==> src/pil_pkg.sv <==
// ---------------------------------------------------------------------------
// pil_pkg: shared definitions for the positional integer list
// Command codes, field widths, result bundle and default capacity.
// ---------------------------------------------------------------------------
package pil_pkg;

	// default number of list entries
	localparam int CAPACITY_DEF = 64;

	// fixed field widths
	localparam int VAL_W   = 32;
	localparam int POS_W   = 7;
	localparam int CNT_W   = 7;
	localparam int CMD_W   = 2;
	localparam int IN_DW   = 40;
	localparam int OUT_DW  = 48;

	// command codes
	localparam logic [CMD_W-1:0] CMD_INSERT = 2'd0;
	localparam logic [CMD_W-1:0] CMD_REMOVE = 2'd1;
	localparam logic [CMD_W-1:0] CMD_PEEK   = 2'd2;
	localparam logic [CMD_W-1:0] CMD_FIND   = 2'd3;

	// position code for "end of list" and "not found"
	localparam logic [POS_W-1:0] POS_END = 7'h7f;

	// one result item
	typedef struct packed {
		logic             err;
		logic [CNT_W-1:0] count;
		logic [VAL_W-1:0] item;
		logic [POS_W-1:0] found;
	} res_t;

endpackage

==> src/pil_ram.sv <==
// ---------------------------------------------------------------------------
// pil_ram: generic single-write, single-read RAM
// One write port and one read port, read data registered.
// ---------------------------------------------------------------------------
module pil_ram #(
	parameter int WIDTH = 32,
	parameter int DEPTH = 64,
	localparam int AW = (DEPTH > 1) ? $clog2(DEPTH) : 1
) (
	input  logic             clk,
	input  logic             wr_en,
	input  logic [AW-1:0]    wr_addr,
	input  logic [WIDTH-1:0] wr_data,
	input  logic [AW-1:0]    rd_addr,
	output logic [WIDTH-1:0] rd_data
);

	logic [WIDTH-1:0] mem [DEPTH];
	logic [WIDTH-1:0] rd_data_q;

	// write port
	always_ff @(posedge clk) begin
		if (wr_en) begin
			mem[wr_addr] <= wr_data;
		end
	end

	// registered read port
	always_ff @(posedge clk) begin
		rd_data_q <= mem[rd_addr];
	end

	assign rd_data = rd_data_q;

endmodule

==> src/pil_ctrl.sv <==
// ---------------------------------------------------------------------------
// pil_ctrl: command sequencer for the positional integer list
// Decodes a command, then walks the entry RAM one entry per cycle to shift,
// read or search, and hands one result to the output stage.
// ---------------------------------------------------------------------------
module pil_ctrl #(
	parameter int CAPACITY = pil_pkg::CAPACITY_DEF,
	localparam int AW = $clog2(CAPACITY)
) (
	input  logic                        clk,
	input  logic                        arst_n,
	// command side
	input  logic                        in_valid,
	output logic                        in_ready,
	input  logic [pil_pkg::CMD_W-1:0]   in_cmd,
	input  logic [pil_pkg::POS_W-1:0]   in_pos,
	input  logic [pil_pkg::VAL_W-1:0]   in_val,
	// result side
	output logic                        res_valid,
	input  logic                        res_ready,
	output pil_pkg::res_t               res,
	// entry ram
	output logic [AW-1:0]               rd_addr,
	input  logic [pil_pkg::VAL_W-1:0]   rd_data,
	output logic                        wr_en,
	output logic [AW-1:0]               wr_addr,
	output logic [pil_pkg::VAL_W-1:0]   wr_data
);

	localparam int CW = $clog2(CAPACITY + 1);
	localparam int PW = (CW > pil_pkg::POS_W) ? CW : pil_pkg::POS_W;

	// sequencer states
	localparam logic [3:0] S_IDLE = 4'd0;
	localparam logic [3:0] S_UP   = 4'd1;
	localparam logic [3:0] S_UPT  = 4'd2;
	localparam logic [3:0] S_INS  = 4'd3;
	localparam logic [3:0] S_GET  = 4'd4;
	localparam logic [3:0] S_GW   = 4'd5;
	localparam logic [3:0] S_DOWN = 4'd6;
	localparam logic [3:0] S_DNT  = 4'd7;
	localparam logic [3:0] S_FIND = 4'd8;
	localparam logic [3:0] S_FIN  = 4'd9;

	// control registers
	logic [3:0]  state_q, state_d;
	logic [CW-1:0] cnt_q, cnt_d;
	logic        wv_q, wv_d;
	logic        cv_q, cv_d;

	// datapath registers
	logic [pil_pkg::CMD_W-1:0] cmd_q, cmd_d;
	logic [pil_pkg::VAL_W-1:0] val_q, val_d;
	logic [AW-1:0]             idx_q, idx_d;
	logic [AW-1:0]             ptr_q, ptr_d;
	logic [AW-1:0]             wa_q, wa_d;
	logic [AW-1:0]             ca_q, ca_d;
	logic                      err_q, err_d;
	logic [pil_pkg::VAL_W-1:0] item_q, item_d;
	logic [pil_pkg::POS_W-1:0] found_q, found_d;

	// command decode
	logic          pos_end;
	logic          pos_bad;
	logic          pos_ge;
	logic          cnt_zero;
	logic          full;
	logic [AW-1:0] last_idx;
	logic [AW-1:0] pos_idx;
	logic [PW-1:0] pos_ext;
	logic [PW-1:0] cnt_ext;

	assign pos_end  = (in_pos == pil_pkg::POS_END);
	assign pos_bad  = in_pos[pil_pkg::POS_W-1] & ~pos_end;
	assign pos_ext  = PW'(in_pos[pil_pkg::POS_W-2:0]);
	assign cnt_ext  = PW'(cnt_q);
	assign pos_ge   = (pos_ext >= cnt_ext);
	assign cnt_zero = (cnt_q == '0);
	assign full     = (cnt_q == CW'(CAPACITY));
	assign last_idx = AW'(cnt_q - CW'(1));
	assign pos_idx  = AW'(in_pos[pil_pkg::POS_W-2:0]);

	// handshake and result
	assign in_ready  = (state_q == S_IDLE);
	assign res_valid = (state_q == S_FIN);
	assign res.err   = err_q;
	assign res.count = pil_pkg::CNT_W'(cnt_q);
	assign res.item  = item_q;
	assign res.found = found_q;

	// ram ports: value write during insert, else delayed shift write
	assign rd_addr = ptr_q;
	always_comb begin
		if (state_q == S_INS) begin
			wr_en   = 1'b1;
			wr_addr = idx_q;
			wr_data = val_q;
		end else begin
			wr_en   = wv_q;
			wr_addr = wa_q;
			wr_data = rd_data;
		end
	end

	// sequencer next state
	always_comb begin
		state_d = state_q;
		cnt_d   = cnt_q;
		wv_d    = 1'b0;
		cv_d    = 1'b0;
		cmd_d   = cmd_q;
		val_d   = val_q;
		idx_d   = idx_q;
		ptr_d   = ptr_q;
		wa_d    = wa_q;
		ca_d    = ca_q;
		err_d   = err_q;
		item_d  = item_q;
		found_d = found_q;
		unique case (state_q)
			S_IDLE: begin
				if (in_valid) begin
					cmd_d   = in_cmd;
					val_d   = in_val;
					err_d   = 1'b0;
					item_d  = '0;
					found_d = pil_pkg::POS_END;
					state_d = S_FIN;
					if (in_cmd == pil_pkg::CMD_FIND) begin
						if (!cnt_zero) begin
							ptr_d   = '0;
							state_d = S_FIND;
						end
					end else if (pos_bad) begin
						err_d = 1'b1;
					end else if (in_cmd == pil_pkg::CMD_INSERT) begin
						if (full) begin
							err_d = 1'b1;
						end else if (pos_end || pos_ge) begin
							idx_d   = AW'(cnt_q);
							state_d = S_INS;
						end else begin
							idx_d   = pos_idx;
							ptr_d   = last_idx;
							state_d = S_UP;
						end
					end else begin
						if (cnt_zero || (!pos_end && pos_ge)) begin
							err_d = 1'b1;
						end else begin
							idx_d   = pos_end ? last_idx : pos_idx;
							ptr_d   = pos_end ? last_idx : pos_idx;
							state_d = S_GET;
						end
					end
				end
			end
			// shift up: read entry, write it one place higher next cycle
			S_UP: begin
				wv_d = 1'b1;
				wa_d = ptr_q + AW'(1);
				if (ptr_q == idx_q) begin
					state_d = S_UPT;
				end else begin
					ptr_d = ptr_q - AW'(1);
				end
			end
			S_UPT: begin
				state_d = S_INS;
			end
			S_INS: begin
				cnt_d   = cnt_q + CW'(1);
				state_d = S_FIN;
			end
			S_GET: begin
				state_d = S_GW;
			end
			// capture the addressed entry
			S_GW: begin
				item_d = rd_data;
				if (cmd_q == pil_pkg::CMD_PEEK) begin
					state_d = S_FIN;
				end else if (idx_q == last_idx) begin
					cnt_d   = cnt_q - CW'(1);
					state_d = S_FIN;
				end else begin
					ptr_d   = idx_q + AW'(1);
					state_d = S_DOWN;
				end
			end
			// shift down: read entry, write it one place lower next cycle
			S_DOWN: begin
				wv_d = 1'b1;
				wa_d = ptr_q - AW'(1);
				if (ptr_q == last_idx) begin
					state_d = S_DNT;
				end else begin
					ptr_d = ptr_q + AW'(1);
				end
			end
			S_DNT: begin
				cnt_d   = cnt_q - CW'(1);
				state_d = S_FIN;
			end
			// linear search, compare runs in the cycle after the read
			S_FIND: begin
				ptr_d = ptr_q + AW'(1);
				ca_d  = ptr_q;
				cv_d  = 1'b1;
				if (cv_q) begin
					if (rd_data == val_q) begin
						found_d = pil_pkg::POS_W'(ca_q);
						cv_d    = 1'b0;
						state_d = S_FIN;
					end else if (ca_q == last_idx) begin
						cv_d    = 1'b0;
						state_d = S_FIN;
					end
				end
			end
			S_FIN: begin
				if (res_ready) begin
					state_d = S_IDLE;
				end
			end
			default: begin
				state_d = S_IDLE;
			end
		endcase
	end

	// control registers
	always_ff @(posedge clk or negedge arst_n) begin
		if (!arst_n) begin
			state_q <= S_IDLE;
			cnt_q   <= '0;
			wv_q    <= 1'b0;
			cv_q    <= 1'b0;
		end else begin
			state_q <= state_d;
			cnt_q   <= cnt_d;
			wv_q    <= wv_d;
			cv_q    <= cv_d;
		end
	end

	// datapath registers
	always_ff @(posedge clk) begin
		cmd_q   <= cmd_d;
		val_q   <= val_d;
		idx_q   <= idx_d;
		ptr_q   <= ptr_d;
		wa_q    <= wa_d;
		ca_q    <= ca_d;
		err_q   <= err_d;
		item_q  <= item_d;
		found_q <= found_d;
	end

endmodule

==> src/pil_out.sv <==
// ---------------------------------------------------------------------------
// pil_out: result output register
// Holds one result on the master stream so the sequencer can go idle.
// ---------------------------------------------------------------------------
module pil_out (
	input  logic                         clk,
	input  logic                         arst_n,
	input  logic                         res_valid,
	output logic                         res_ready,
	input  pil_pkg::res_t                res,
	output logic                         m_tvalid,
	input  logic                         m_tready,
	output logic [pil_pkg::OUT_DW-1:0]   m_tdata,
	output logic [0:0]                   m_tuser
);

	logic          valid_q;
	pil_pkg::res_t data_q;

	// free when empty or when the held transfer completes
	assign res_ready = !valid_q || m_tready;

	always_ff @(posedge clk or negedge arst_n) begin
		if (!arst_n) begin
			valid_q <= 1'b0;
		end else if (res_ready) begin
			valid_q <= res_valid;
		end
	end

	always_ff @(posedge clk) begin
		if (res_ready && res_valid) begin
			data_q <= res;
		end
	end

	// pack result fields
	assign m_tvalid = valid_q;
	assign m_tdata  = {2'b00, data_q.found, data_q.item, data_q.count};
	assign m_tuser  = data_q.err;

endmodule

==> src/positional_integer_list.sv <==
// ---------------------------------------------------------------------------
// positional_integer_list: ordered list of signed 32-bit integers
// Insert, remove, peek and find on an ordered list held in a RAM.
// ---------------------------------------------------------------------------
// Commands arrive on the slave stream (s_tuser = command, s_tdata = position
// and value); each command gives exactly one result transfer on the master
// stream (m_tuser = error, m_tdata = count, item value, found position).
// One command is worked at a time; s_tready is high only while the
// sequencer is idle. Entries move through one RAM read port and one write
// port, one entry per cycle. An error, or a find on an empty list, goes
// straight to the result register; an append writes the value at the count;
// an insert at p moves the entries from p upward one place up, then writes;
// a remove reads the entry at p, then moves the entries above it one place
// down; a peek only reads; a find compares entries from position 0 upward and
// stops at the first match or the last entry. The next command is taken
// while a finished result waits on a stalled m_tready; a second result
// waits in the sequencer until the output register frees. Reset clears the
// count and the valid flags; the entry RAM is not cleared, since no entry at
// or above the count is used.
// ---------------------------------------------------------------------------
module positional_integer_list #(
	parameter int CAPACITY = pil_pkg::CAPACITY_DEF
) (
	input  logic                        clk,
	input  logic                        arst_n,
	// command stream
	input  logic                        s_tvalid,
	output logic                        s_tready,
	input  logic [pil_pkg::IN_DW-1:0]   s_tdata,  // position[6:0], value[38:7]
	input  logic [pil_pkg::CMD_W-1:0]   s_tuser,  // cmd[1:0]
	// result stream
	output logic                        m_tvalid,
	input  logic                        m_tready,
	output logic [pil_pkg::OUT_DW-1:0]  m_tdata,  // count[6:0], item_value[38:7],
	                                              // found_position[45:39]
	output logic [0:0]                  m_tuser   // error[0]
);

	localparam int AW = $clog2(CAPACITY);

	logic                      res_valid;
	logic                      res_ready;
	pil_pkg::res_t             res;
	logic [AW-1:0]             rd_addr;
	logic [pil_pkg::VAL_W-1:0] rd_data;
	logic                      wr_en;
	logic [AW-1:0]             wr_addr;
	logic [pil_pkg::VAL_W-1:0] wr_data;

	// sequencer
	pil_ctrl #(
		.CAPACITY (CAPACITY)
	) u_ctrl (
		.clk       (clk),
		.arst_n    (arst_n),
		.in_valid  (s_tvalid),
		.in_ready  (s_tready),
		.in_cmd    (s_tuser),
		.in_pos    (s_tdata[6:0]),
		.in_val    (s_tdata[38:7]),
		.res_valid (res_valid),
		.res_ready (res_ready),
		.res       (res),
		.rd_addr   (rd_addr),
		.rd_data   (rd_data),
		.wr_en     (wr_en),
		.wr_addr   (wr_addr),
		.wr_data   (wr_data)
	);

	// entry storage
	pil_ram #(
		.WIDTH (pil_pkg::VAL_W),
		.DEPTH (CAPACITY)
	) u_ram (
		.clk     (clk),
		.wr_en   (wr_en),
		.wr_addr (wr_addr),
		.wr_data (wr_data),
		.rd_addr (rd_addr),
		.rd_data (rd_data)
	);

	// result register
	pil_out u_out (
		.clk       (clk),
		.arst_n    (arst_n),
		.res_valid (res_valid),
		.res_ready (res_ready),
		.res       (res),
		.m_tvalid  (m_tvalid),
		.m_tready  (m_tready),
		.m_tdata   (m_tdata),
		.m_tuser   (m_tuser)
	);

endmodule

==> config.mk <==
export PLATFORM = sky130hd
export DESIGN_NAME = positional_integer_list
export DESIGN_NICKNAME = d
export VERILOG_FILES = /design/src/pil_pkg.sv /design/src/pil_ram.sv /design/src/pil_ctrl.sv /design/src/pil_out.sv /design/src/positional_integer_list.sv
export SDC_FILE = /design/constraint.sdc
export NUM_CORES = 2
export LEC_CHECK = 0
export BUFFER_PORTS_ARGS = -buffer_cell sky130_fd_sc_hd__buf_2
export CAP_MARGIN = 15
export CORE_MARGIN = 2
export CORE_UTILIZATION = 50
export DETAILED_ROUTE_END_ITERATION = 10
export PLACE_DENSITY = 0.65
export SLEW_MARGIN = 10
export SYNTH_ARGS = -nofsm -noshare
export SYNTH_HDL_FRONTEND = slang
export SYNTH_SLANG_ARGS = --single-unit
==> constraint.sdc <==
create_clock -name clk -period 6.8 [get_ports clk]
set_clock_uncertainty 0.15 [all_clocks]
set_input_delay 1.02 -clock clk [delete_from_list [all_inputs] [get_ports clk]]
set_output_delay 1.02 -clock clk [all_outputs]
set_load 0.02 [all_outputs]
Word level (Yosys, flattened, before mapping)
Memory sizes are Yosys's and may differ from the RTL's. A register that Yosys moved wholly into a read port is not among the register bits.
Cells that the tools add are included.
{"block": "totals", "word_cells": 148, "output_inout_bits": 51, "in_bits": 46, "mem_bits_rw": 2048, "mem_count": 1, "register_bits": 159}
{"block": "classes", "muxes": 58, "add_sub_neg": 5, "n_eq_ne": 37, "n_reduce_logical": 24, "n_lt_le_gt_ge": 1, "n_bitwise": 4}
{"memory": "u_ram.mem", "words": 64, "word_bits": 32, "rd": 1, "rd_clocked_by_memory_dff": 1, "wr": 1, "line": "pil_ram.sv:18", "rtl": "logic [WIDTH-1:0] mem [DEPTH];"}
{"cell": "6-bit two-way mux", "n": 17}
{"cell": "32-bit two-way mux", "n": 2}
{"cell": "32-bit one-hot mux with 2 select lines", "n": 1}
{"cell": "4-bit two-way mux", "n": 14}
{"cell": "4-bit one-hot mux with 9 select lines", "n": 1}
{"cell": "7-bit two-way mux", "n": 5}
{"cell": "32-bit equality test", "n": 1}
{"cell": "6-bit one-hot mux with 5 select lines", "n": 1}
{"cell": "6-bit equality test", "n": 4}
{"cell": "7-bit one-hot mux with 3 select lines", "n": 1}
{"cell": "4-bit by 3-bit equality test with 1-bit output (second input constant)", "n": 4}
{"cell": "7-bit equality test (second input constant)", "n": 2}
{"cell": "2-bit inequality test (second input constant)", "n": 7}
{"cell": "7-bit one-hot mux with 2 select lines", "n": 1}
{"cell": "1-bit two-way mux", "n": 13}
{"cell": "6-bit by 1-bit adder with 6-bit output (second input constant)", "n": 2}
{"cell": "2-bit by 1-bit inequality test with 1-bit output (second input constant)", "n": 6}
{"cell": "6-bit one-hot mux with 2 select lines", "n": 1}
{"cell": "6-bit AND reduction", "n": 2}
{"cell": "11-bit AND reduction", "n": 1}
{"cell": "4-bit by 2-bit equality test with 1-bit output (second input constant)", "n": 2}
{"cell": "4-bit equality test (second input constant)", "n": 2}
{"cell": "7-bit by 1-bit adder with 7-bit output (second input constant)", "n": 1}
{"cell": "6-bit by 7-bit >= comparator with 1-bit output", "n": 1}
{"cell": "other kinds (25)", "n": 37}

Longest topological paths before layout
{"block": "depth", "depth_word": 10, "ltp_mapped": 12, "depth_no_buf": 9}

Modules after synthesis
A second synthesis with hierarchy kept.
{"block": "hier_totals", "hier_cells": 4188, "hier_area_um2": 86864.6}
{"module": "pil_ram", "area_per_inst_um2": 78886.9, "cells_per_inst": 3572, "instances": 1}
{"module": "pil_ctrl", "area_per_inst_um2": 6493.7, "cells_per_inst": 562, "instances": 1}
{"module": "pil_out", "area_per_inst_um2": 1483.9, "cells_per_inst": 54, "instances": 1}

Least setup slack after synthesis
Ideal clock, no wire load.
{"block": "synth_timing", "kind": "input -> register", "from": "in m_tready", "to": "reg u_out.data_q (netlist bit u_out.m_tdata[0]) (enable)", "setup_time_ns": 0.519, "arrival_time_ns": 4.589, "cell_stages": 2, "t_required_ns": 6.131, "slack_ns": 1.541, "cell_sequence": "nand2b_1 > nor3b_1"}
{"block": "synth_via", "elab_chain_len": 2}
{"element": "start, declared", "line": "positional_integer_list.sv:33", "rtl": "input logic m_tready,"}
{"element": "1-bit logical OR", "line": "pil_out.sv:21", "rtl": "assign res_ready = !valid_q || m_tready;"}
{"element": "1-bit logical AND", "line": "pil_out.sv:32", "rtl": "if (res_ready && res_valid) begin"}
{"element": "end signal, assigned", "line": "pil_out.sv:33", "rtl": "data_q <= res;"}
{"element": "end, declared", "line": "pil_out.sv:18", "rtl": "pil_pkg::res_t data_q;"}
No other way between the ends.
A chain may end at the register's enable or synchronous reset.

Worst setup path in the final report
{"block": "layout_timing", "from": "reg u_ctrl.state_q[2]", "to": "mem u_ram.mem[3][19] (enable)"}
{"block": "layout_via", "elab_chain_len": 4, "word_cells_on_any_way": 5, "classes_between": "eq/ne (1); mux (4)"}
{"element": "start, declared", "line": "pil_ctrl.sv:46", "rtl": "logic [3:0] state_q, state_d;"}
{"element": "start signal, assigned", "line": "pil_ctrl.sv:240", "rtl": "state_q <= state_d;"}
{"element": "4-bit by 2-bit equality test with 1-bit output *", "line": "pil_ctrl.sv:94", "rtl": "if (state_q == S_INS) begin"}
{"element": "1-bit two-way mux", "line": "pil_ctrl.sv:94"}
{"element": "1-bit two-way mux", "line": "pil_ram.sv:23", "rtl": "if (wr_en) begin"}
{"element": "1-bit two-way mux (implied by the code)", "line": "pil_ram.sv:24", "rtl": "mem[wr_addr] <= wr_data;"}
{"element": "end, declared", "line": "pil_ram.sv:18"}
Every way passes the cells marked *; elsewhere a longest branch is shown, timed or not.

==> key figures <==
Drt
  – Wire per inst: 30.21 µm
  – Post-DR vias/cell: 6.154
  – Drt drc: 0
  – Post-DRT Antenna Nets: 0
  – Drt first-iter violations: 5040
  – Vias: 39900
  – DRT Wirelength: 195900 µm
  – Total iterations of the first detailed-routing run: 7

Placed design
  – Dpl hpwl: 115200 µm
  – IO Port Bufs: 93
  – Routability Congestion: 0.8629
  – Post-DP Area: 90470 µm²

Critical path
  – Max FO, Critical Path: 46
  – CP max stage cell: nor2_4
  – Buf/Inv on CP: 1
  – CP top delay family: simple AND/OR/NAND/NOR gates
  – Worst-path cell chain: nor2_1, and3_2, nand3b_1, o21ai_0, nand3_1, nor2_4, buf_4
  – Crit path capture type: flip-flop
  – CP peak stage delay: 1.09 ns
  – CP arrival: 5.15 ns
  – WP data required: 7.18 ns
  – Setup CP Type: reg -> reg
  – Startpoint Class: flip-flop

Clock network
  – Worst-path clk slew: 0.06 ns
  – Worst skew pair latency: 0.85 ns
  – CTS tree: yes
  – Post CTS Setup Buffer Count: 0
  – Post-cts resize count: 0
  – Clock root buffer: clkbuf_16
  – Htree depth: 4
  – Num CTS Buffers: 219
  – CTS max path bufs: 3
  – CTS Sinks: 2239
  – CTS Hold Bufs: 1

Synth
  – Syn. warnings: 0
  – Cell Area, Synth: 86340 µm²
  – Post-synthesis cell type count: 63
  – Post-Synthesis Mean Instance Area: 23.09 µm²
  – Post-synthesis sequential area ratio: 77.42%
  – Gate count after technology mapping: 3740
  – Top_reg_cell synth: edfxtp_1
  – Seq cells post-synth: 2239
  – Post-synth ARST share: 0.6253%
  – EDFF count, synth: 2193

Floorplan
  – Die Height: 419.6 µm
  – Rows: 152
  – Total die area: 176000 µm²
  – Initial core utilization: 50.33%
  – Die X: 419.6 µm
  – CORE AREA: 171500 µm²
  – IO Count: 97

Layout
  – Register Area: 66840 µm²
  – Synth-to-Final Area Change: 13.47%
  – Commonest non-fill, non-tap cell in the layout: edfxtp_1
  – Final instance area: 97970 µm²
  – Layout cell share with drive strength beyond 1: 31.41%
  – # fillers: 12350
  – Footprint of the multi-input gates: 19200 µm²
  – NumNets Final: 4038
  – Commonest cells after routing, fill and taps aside: edfxtp_1 (2193), mux4_2 (664), clkbuf_16 (220), nand2_1 (132), buf_4 (104)

STA
  – Final Setup Violations: 0
  – Fmax achieved: 209.8 MHz
  – Post-Route Setup TNS: 0 ns
  – Tcrit/Tclk final: 70.11%
  – RSZ-0062 raised after global routing: no
  – Fin crit period: 4.768 ns
  – Final Slew Violations: 0
  – Final hold vios: 0
  – Slew @ Worst Pin: 1.178 ns
  – Slew margin rel.: 21.29%

GRT
  – Congestion Overflow GR: 0
  – Largest net degree at the start of global routing: 110
  – Vias in the first global route: 40120
  – Initial antenna violation count: 15
  – Total GRT Usage: 22.54%
  – First-pass GRT wire length: 284900 µm

Pwr
  – Peak VDD IR: 0.4456 mV
  – Leakage power figure: 30.68 nW
  – Pwr/cell area: 427.5 nW/µm²

Min path
  – Worst Hold Class: in -> reg

Job
  – Max cap viols: 0

Run status
  – Result of the run: finished clean
## final cells by class
type,count,area share (%)
sequential,2239,68.23
multi-input combinational,1282,19.60
clock buffer,274,5.898
tap,2310,2.950
timing repair buffer,220,1.724
clock inverter,134,1.508
inverter,18,0.06897
antenna,7,0.01788
## synthesized netlist by cell type (all sizes together) (19+ instances only)
cell type	number	area, µm²
nand2b	19	118.9
and3	37	231.5
mux4	664	14950
xor2	44	385.4
nand2	164	615.6
dfxtp	32	640.6
buf	77	397.9
clkbuf	125	470.5
nor2	93	349.1
nand3	27	135.1
edfxtp	2193	65850
a21oi	28	140.1
xnor2	33	289.0
## power by group
group          leakage, nW  total [W]  switching (W)  internal, W
clock network         3.54     0.0122        0.00513      0.00702
logic                 6.94     0.0120        0.00709      0.00489
registers             20.2     0.0178       0.000339       0.0174
## worst register-to-register path, stage by stage, from the launching register on
cell	delay, ns
dfrtp_1	0.55
nor2_1	0.30
and3_2	0.87
nand3b_1	0.14
o21ai_0	0.26
nand3_1	0.79
nor2_4	1.09
buf_4	0.36
## path summary, 6_finish.rpt
kind	depth (start not counted)	slack (ns)	end	start
worst max-delay path	7	2.03	u_ram.mem[3][19]	u_ctrl.state_q[2]
worst min-delay path	1	0.21	u_ctrl.val_q[30]	s_tdata[37]
max in group asynchronous	2	5.64	u_ctrl.cnt_ext[3]	arst_n
worst max register to register	7	2.03	u_ram.mem[3][19]	u_ctrl.state_q[2]
min in group asynchronous	2	0.55	u_ctrl.cnt_ext[0]	arst_n
worst min register to register	0	0.27	u_out.m_tdata[7]	u_ctrl.item_q[0]
## kinds of logic (layout without fill, tap and decap cells)
kind of cell | count (synthesis) | count (layout) | synth area share, %
adders and majority gates | 12 | 12 | 0.1739
AOI/OAI and AO/OA | 104 | 104 | 0.8072
and+or+nand+nor | 412 | 412 | 2.226
xor gates and xnor gates | 81 | 81 | 0.8854
buffers and inverters | 220 | 646 | 1.084
DFF | 2239 | 2239 | 77.42
other | 1 | 9 | 0.004343
muxes | 671 | 671 | 17.40
## state kept, by name, summed over array words and instances, names as in the netlist
name            count
u_ram.mem        2048
u_out.m_tdata      46
u_ctrl.item_q      32
u_ctrl.val_q       32
u_ram.rd_data      32
u_ctrl.cnt_ext      7
u_ctrl.found_q      7
u_ctrl.ca_q         6
u_ctrl.idx_q        6
u_ctrl.rd_addr      6
u_ctrl.wa_q         6
u_ctrl.state_q      4
u_ctrl.cmd_q        2
u_ctrl.cv_q         1
u_ctrl.err_q        1
u_ctrl.wv_q         1
u_out.m_tuser       1
u_out.m_tvalid      1
## through the flow
step / power [W] / util, % / setup WS, ns / hold WS, ns / std cells
2_1_floorplan: 0.02572 / - / 1.541 / 0.2503 / 3741
3_3_place_gp: 0.02982 / 52.72 / 2.122 / 0.2526 / 6058
3_5_place_dp: 0.03005 / 52.74 / 2.040 / 0.2545 / 6060
4_1_cts: 0.04215 / 56.97 / 2.053 / 0.1495 / 6469
5_1_grt: 0.04340 / 57.10 / 1.748 / 0.1692 / 6477
6_report: 0.04188 / 57.11 / 2.032 / 0.2133 / 6484
## layer usage
layer  track usage, %  vias to the layer above  routed length [µm]  part of all wire (%)
met3            4.339                      258               15770                   8.1
met1            33.79                    21690               82960                    42
met4            4.975                        4                3478                   1.8
met5                0                        -                  33                 0.017
met2            34.85                     1621               93620                    48
li1                 -                    16330                   -                     -
Power figures use the tool's default switching activity.
